File: src/halt_pkg.sv
// ----------------------------------------------------------------------------
// halt_pkg
// Types and constants shared by the Halton point generator and its cells.
// ----------------------------------------------------------------------------
package halt_pkg;

    localparam int COORD_W     = 32;
    localparam int NUM_BASES   = 8;
    // Wide enough for base^digits of any 32-bit index and for the doubled
    // remainder of the final long division.
    localparam int DEN_W       = 37;
    localparam int RECIP_SHIFT = 36;
    localparam int RECIP_W     = 36;
    localparam int CNT_W       = 5;

    localparam logic [4:0] PRIME [NUM_BASES] = '{
        5'd2, 5'd3, 5'd5, 5'd7, 5'd11, 5'd13, 5'd17, 5'd19
    };

    // floor(2^36 / prime): the quotient estimate is low by at most one.
    localparam logic [RECIP_W-1:0] RECIP [NUM_BASES] = '{
        36'((64'd1 << RECIP_SHIFT) / 64'd2),
        36'((64'd1 << RECIP_SHIFT) / 64'd3),
        36'((64'd1 << RECIP_SHIFT) / 64'd5),
        36'((64'd1 << RECIP_SHIFT) / 64'd7),
        36'((64'd1 << RECIP_SHIFT) / 64'd11),
        36'((64'd1 << RECIP_SHIFT) / 64'd13),
        36'((64'd1 << RECIP_SHIFT) / 64'd17),
        36'((64'd1 << RECIP_SHIFT) / 64'd19)
    };

    typedef struct packed {
        logic start;
        logic shift;
    } t_cell_ctrl;

endpackage

File: src/halt_cell.sv
// ----------------------------------------------------------------------------
// halt_cell
// One radical-inverse cell for a fixed prime base, with a coordinate register
// that shifts toward the head of the chain.
// ----------------------------------------------------------------------------
module halt_cell #(
    parameter int CELL  = 0,
    parameter int IDX_W = 32
) (
    input  logic                          i_clk,
    input  logic                          i_rst_n,
    input  halt_pkg::t_cell_ctrl          i_ctrl,
    input  logic [IDX_W-1:0]              i_index,
    input  logic [halt_pkg::COORD_W-1:0]  i_next_coord,
    output logic [halt_pkg::COORD_W-1:0]  o_coord,
    output logic                          o_done
);

    localparam logic [2:0] ST_IDLE = 3'd0;
    localparam logic [2:0] ST_MUL  = 3'd1;
    localparam logic [2:0] ST_FIX  = 3'd2;
    localparam logic [2:0] ST_DIV  = 3'd3;
    localparam logic [2:0] ST_DONE = 3'd4;

    localparam logic [4:0]                   BASE = halt_pkg::PRIME[CELL];
    localparam logic [halt_pkg::RECIP_W-1:0] MAG  = halt_pkg::RECIP[CELL];
    localparam int PROD_W = IDX_W + halt_pkg::RECIP_W;

    logic [2:0]                     r_state, n_state;
    logic [IDX_W-1:0]               r_x, n_x;
    logic [IDX_W-1:0]               r_q, n_q;
    logic [halt_pkg::DEN_W-1:0]     r_rev, n_rev;
    logic [halt_pkg::DEN_W-1:0]     r_den, n_den;
    logic [halt_pkg::COORD_W-1:0]   r_coord, n_coord;
    logic [halt_pkg::CNT_W-1:0]     r_cnt, n_cnt;

    logic [PROD_W-1:0]              w_prod;
    logic [IDX_W+4:0]               w_qb;
    logic [IDX_W+4:0]               w_rem;
    logic                           w_over;
    logic [4:0]                     w_dig;
    logic [IDX_W-1:0]               w_qc;
    logic [halt_pkg::DEN_W:0]       w_rsh;
    logic                           w_ge;

    assign w_prod = PROD_W'(r_x) * PROD_W'(MAG);
    assign w_qb   = (IDX_W+5)'(r_q) * (IDX_W+5)'(BASE);
    assign w_rem  = (IDX_W+5)'(r_x) - w_qb;
    assign w_over = (w_rem >= (IDX_W+5)'(BASE));
    assign w_dig  = w_over ? 5'(w_rem - (IDX_W+5)'(BASE)) : 5'(w_rem);
    assign w_qc   = r_q + IDX_W'(w_over);
    assign w_rsh  = {r_rev, 1'b0};
    assign w_ge   = (w_rsh >= {1'b0, r_den});

    always_comb begin
        n_state = r_state;
        n_x     = r_x;
        n_q     = r_q;
        n_rev   = r_rev;
        n_den   = r_den;
        n_coord = r_coord;
        n_cnt   = r_cnt;
        case (r_state)
            ST_MUL: begin
                n_q     = w_prod[PROD_W-1:halt_pkg::RECIP_SHIFT] == '0 ? '0 :
                          IDX_W'(w_prod >> halt_pkg::RECIP_SHIFT);
                n_state = ST_FIX;
            end
            ST_FIX: begin
                n_x   = w_qc;
                n_rev = halt_pkg::DEN_W'(r_rev * halt_pkg::DEN_W'(BASE))
                        + halt_pkg::DEN_W'(w_dig);
                n_den = halt_pkg::DEN_W'(r_den * halt_pkg::DEN_W'(BASE));
                if (w_qc == '0) begin
                    n_state = ST_DIV;
                    n_cnt   = '0;
                end else begin
                    n_state = ST_MUL;
                end
            end
            ST_DIV: begin
                // One quotient bit of rev * 2^32 / den each cycle.
                n_rev   = w_ge ? halt_pkg::DEN_W'(w_rsh - {1'b0, r_den})
                               : halt_pkg::DEN_W'(w_rsh);
                n_coord = {r_coord[halt_pkg::COORD_W-2:0], w_ge};
                n_cnt   = r_cnt + 1'b1;
                if (r_cnt == halt_pkg::CNT_W'(halt_pkg::COORD_W - 1)) begin
                    n_state = ST_DONE;
                end
            end
            ST_DONE: begin
                if (i_ctrl.shift) begin
                    n_coord = i_next_coord;
                end
            end
            default: begin
                n_state = ST_IDLE;
            end
        endcase
        if (i_ctrl.start) begin
            n_x     = i_index;
            n_rev   = '0;
            n_den   = halt_pkg::DEN_W'(1);
            n_coord = '0;
            n_cnt   = '0;
            n_state = (i_index == '0) ? ST_DIV : ST_MUL;
        end
    end

    always_ff @(posedge i_clk) begin
        if (!i_rst_n) begin
            r_state <= ST_IDLE;
        end else begin
            r_state <= n_state;
        end
        r_x     <= n_x;
        r_q     <= n_q;
        r_rev   <= n_rev;
        r_den   <= n_den;
        r_coord <= n_coord;
        r_cnt   <= n_cnt;
    end

    assign o_coord = r_coord;
    assign o_done  = (r_state == ST_DONE);

endmodule

File: config.mk
export PLATFORM = sky130hd
export DESIGN_NAME = halt_cell
export DESIGN_NICKNAME = d
export VERILOG_FILES = /design/src/halt_pkg.sv /design/src/halt_cell.sv
export SDC_FILE = /design/constraint.sdc
export NUM_CORES = 1
export LEC_CHECK = 0
export BUFFER_PORTS_ARGS = -buffer_cell sky130_fd_sc_hd__buf_2
export CORE_MARGIN = 2
export CORE_UTILIZATION = 25
export DETAILED_ROUTE_END_ITERATION = 10
export PLACE_DENSITY = 0.37
export SLEW_MARGIN = 20
export SYNTH_ARGS = -nofsm -noshare
export SYNTH_HDL_FRONTEND = slang
export SYNTH_SLANG_ARGS = --single-unit
File: constraint.sdc
create_clock -name i_clk -period 11.2 [get_ports i_clk]
set_input_delay 2.24 -clock i_clk [delete_from_list [all_inputs] [get_ports i_clk]]
set_output_delay 2.24 -clock i_clk [all_outputs]
set_load 0.02 [all_outputs]
==> key figures <==
Synthesis
  – Dominant combinational cell family by area after synthesis: compound AO/OA/AOI/OAI gates
  – Library cells used by synthesis: 88
  – Yosys synthesis warning count: 0
  – Arithmetic-cell share of the synthesized area counting full adders, half adders and majority gates: 7.458%
  – Portion of netlist area occupied by mux cells: 3.182%
  – Post-synthesis compound-gate area fraction: 25.17%
  – Netlist Area Pre-Place: 13720 sq um
  – Register bit total from synthesis: 177
  – Area fraction in and, or, nand and nor cells after synthesis: 20.84%
  – Seq/Total Area, Yosys: 30.42%
  – Synthesized area per cell: 7.784 sq um
  – Cell count after synthesis: 1763
  – XOR/XNOR Fraction of Synth Area: 6.574%
  – Number of flops mapped to enable cells by yosys: 63
  – Async SR Flop Fraction: 0%
  – Predominant post-synthesis flop cell: sky130_fd_sc_hd__dfxtp_1
  – Net count after synthesis: 1911

Detailed routing
  – Drt wl/cell: 18.99 um
  – Drt pass-1 iters: 5
  – Post-DRT Antenna Nets: 0
  – Drt initial violations: 707
  – Drc violations: 0
  – Via-per-instance ratio: 5.146
  – Total via count after detailed routing: 12810
  – Sum of routed wire length over all layers: 47270 um

Clock network
  – Setup repair bufs after CTS: 0
  – CTS tree: built
  – Number of buffers created by CTS: 17
  – Post-CTS Hold Buffers: 0
  – Clk Tree Root Cell: sky130_fd_sc_hd__clkbuf_16
  – Number of gates given a new drive strength after cts: 0
  – Max H-tree Level: 4
  – Buffer depth of the longest clock path: 2
  – Clock Pin Slew Worst Setup and Hold Paths: 80 ps
  – Number of sinks handled by clock tree synthesis: 177
  – Clock latency on the worst-skew pair: 460 ps

GRT
  – Maximum number of pins on one net before global-route repair: 64
  – Overflow after GRT: 0
  – Total global routing track utilization: 16.51%
  – Antenna violations before repair: 0
  – First-pass GRT wire length: 73160 um
  – Via count of the first global-routing pass: 12470

Timing
  – Slew at the pin closest to its max-slew limit: 1086 ps
  – Final Max Slew Viols: 0
  – Worst Clk Skew: 12.97 ps
  – RSZ-0062 raised after global routing: false
  – Peak clock frequency supported by timing: 155.8 MHz
  – Fin crit share: 57.29%
  – Finish-stage setup viols: 0
  – Crit path time final: 6417 ps
  – Number of hold violations in the final report: 0
  – Worst slew margin: 26.96%
  – Setup Total Neg Slack: 0 ps

Run status
  – Result of the run: finished clean

Floorplan
  – Core region area: 54030 sq um
  – Effective utilization at floorplan: 25.40%
  – Die Y-Extent: 238.3 um
  – Die Wd: 238.3 um
  – Number of ports placed on the die boundary: 101
  – Total Die Area: 56780 sq um
  – Standard-cell row count: 85

Pwr
  – Pwr per Cell Area: 122.1 nW/um^2
  – Peak VDD IR: 0.1113 mV
  – Static leakage: 0.005793 uW

Placed design
  – Count of buffers from port buffering: 100
  – Placed Instances: 2458
  – Placer congestion estimate: 0.8756
  – Dpl hpwl: 35650 um

Worst setup path
  – Crit path from: r_q[2]$_SDFFCE_PN0P_
  – Capturing element type of the critical path: flip-flop
  – Startpoint class of the critical path: flip-flop
  – Critical path data required time: 11580 ps
  – Path type of the worst setup path: flip-flop to flip-flop
  – Most used cell, CP: sky130_fd_sc_hd__o21a_1
  – Delay-heaviest family, CP: compound AO/OA/AOI/OAI gates
  – Endpoint arrival time on the critical path: 6800 ps
  – Largest driver fanout on the critical path: 10
  – Reg-to-reg setup timing slack: 4780 ps
  – Number of buffer and inverter instances along the worst setup path: 2
  – Reg2reg start: r_q[2]$_SDFFCE_PN0P_
  – Cell with the biggest individual delay on the critical path: sky130_fd_sc_hd__o311ai_0
  – Highest cell delay on the worst timing path: 690 ps
  – Worst path cell trace: inv_1, ha_1, o21ai_1, a21oi_2, o41ai_1, a21oi_1, o21a_1, o311ai_0, o211ai_1, nor3_4, xor2_1, ha_1, inv_1, fa_1, nor2b_1, o21a_1, o2111ai_1, or3_1, nor2_1, xnor2_1, o21ai_0, o21a_1, nor3_1

Run
  – Number of max-capacitance violations reported: 0

Final layout
  – Share of layout cells above drive strength 1: 9.816%
  – Final layout net count: 1929
  – Most frequent standard cell in the layout excluding fill and tap cells: sky130_fd_sc_hd__nand2_1
  – Fin cells: 2489
  – Antenna cell count: 0
  – Top library cells by usage in the layout, fill and taps aside: sky130_fd_sc_hd__nand2_1 (217), sky130_fd_sc_hd__a21oi_1 (145), sky130_fd_sc_hd__nor2_1 (119)
  – Area grow syn2layout: 12.17%

Hold path
  – Min-delay worst type: flip-flop to flip-flop
  – Beginning of the worst hold path: r_den[36]$_SDFFE_PP0P_
==> registers in the layout (all words and copies together), names as in the netlist <==
name     count
r_q         31
r_x         32
r_cnt        5
r_den       37
r_rev       37
r_state      3
o_coord     32
==> cells in the mapped netlist, types with 8 or more instances <==
library cell               count  area share [%]
sky130_fd_sc_hd__nor4_1       19            0.87
sky130_fd_sc_hd__or3_1        21            0.96
sky130_fd_sc_hd__a21o_1       33             1.8
sky130_fd_sc_hd__and4_1        9            0.57
sky130_fd_sc_hd__edfxtp_1     63              14
sky130_fd_sc_hd__a211o_1       8            0.51
sky130_fd_sc_hd__a31oi_1      22             1.0
sky130_fd_sc_hd__nor2b_1      15            0.68
sky130_fd_sc_hd__and3_1       17            0.77
sky130_fd_sc_hd__mux2i_1      38             2.8
sky130_fd_sc_hd__a21oi_1     145             5.3
sky130_fd_sc_hd__a211oi_1     48             2.6
sky130_fd_sc_hd__xor2_1       22             1.4
sky130_fd_sc_hd__ha_1         77             7.0
sky130_fd_sc_hd__o21a_1       22             1.2
sky130_fd_sc_hd__nor2_1      120             3.3
sky130_fd_sc_hd__o21ai_0     114             4.2
sky130_fd_sc_hd__o211ai_1     15            0.82
sky130_fd_sc_hd__nand3_1      74             2.7
sky130_fd_sc_hd__dfxtp_1     114              17
sky130_fd_sc_hd__nand4_1      21            0.96
sky130_fd_sc_hd__o31ai_1       9            0.49
sky130_fd_sc_hd__nor3_1       40             1.5
sky130_fd_sc_hd__xnor2_1      81             5.2
sky130_fd_sc_hd__clkbuf_1    107             2.9
sky130_fd_sc_hd__inv_1       112             3.1
sky130_fd_sc_hd__nand2_1     219             6.0
==> worst paths after layout <==
kind                                                to  cells past startpoint
worst max-delay path            r_rev[35]$_SDFFE_PP0N_                     23
worst min-delay path            r_den[36]$_SDFFE_PP0P_                      2
worst max register to register  r_rev[35]$_SDFFE_PP0N_                     23
worst min register to register  r_den[36]$_SDFFE_PP0P_                      2
==> per-layer routing <==
metal	vias up	wire [um]	track usage [%]
met3	28	1187	2.325
met1	6143	22740	22.32
met5	-	0	0
met2	187	22830	28.12
li1	6450	-	-
met4	0	510	3.068
==> through the flow <==
step	util (%)	hold slack, ps	power, uW	instance area [sq um]	setup WS (ps)
finish	28.49	455.8	1880	15390	4783
global route	28.49	473.8	1987	15390	4299
floorplan	-	436.3	1092	13720	5949
CTS	28.48	460.5	1910	15390	4748
global placement	27.39	444.0	1261	14800	4940
detailed placement	27.39	449.6	1258	14800	4765
==> power breakdown <==
part / switching (uW) / internal [uW] / total (uW)
clock network: 288 / 347 / 635
logic: 342 / 190 / 531
registers: 22.9 / 691 / 713
==> final cells by class <==
class / instances / area [sq um]
Multi-Input combinational cell: 1356 / 8713
Clock buffer: 20 / 466.7
Sequential cell: 177 / 4174
Clock inverter: 11 / 125.1
Fill cell: 5898 / 38630
Timing Repair Buffer: 115 / 615.6
Tap cell: 696 / 870.8
Inverter: 114 / 427.9
==> kinds of logic (layout without fill, tap and decap cells) <==
logic type	count (synthesis)	count (layout)
adders and majority gates	80	80
DFF	177	177
muxes	43	43
and+or+nand+nor	600	600
AOI/OAI and AO/OA	530	530
buffers and inverters	230	260
xor gates and xnor gates	103	103
==> worst reg2reg max path: cells and delay by family (launching register included) <==
family | cells | cell delay (ps)
buf+inv | 2 | 150
fa+ha+maj | 3 | 970
flops | 1 | 570
compound gates | 11 | 3050
xor+xnor | 2 | 360
simple gates | 5 | 1250
No activity file was read; power rests on OpenSTA's default activity.
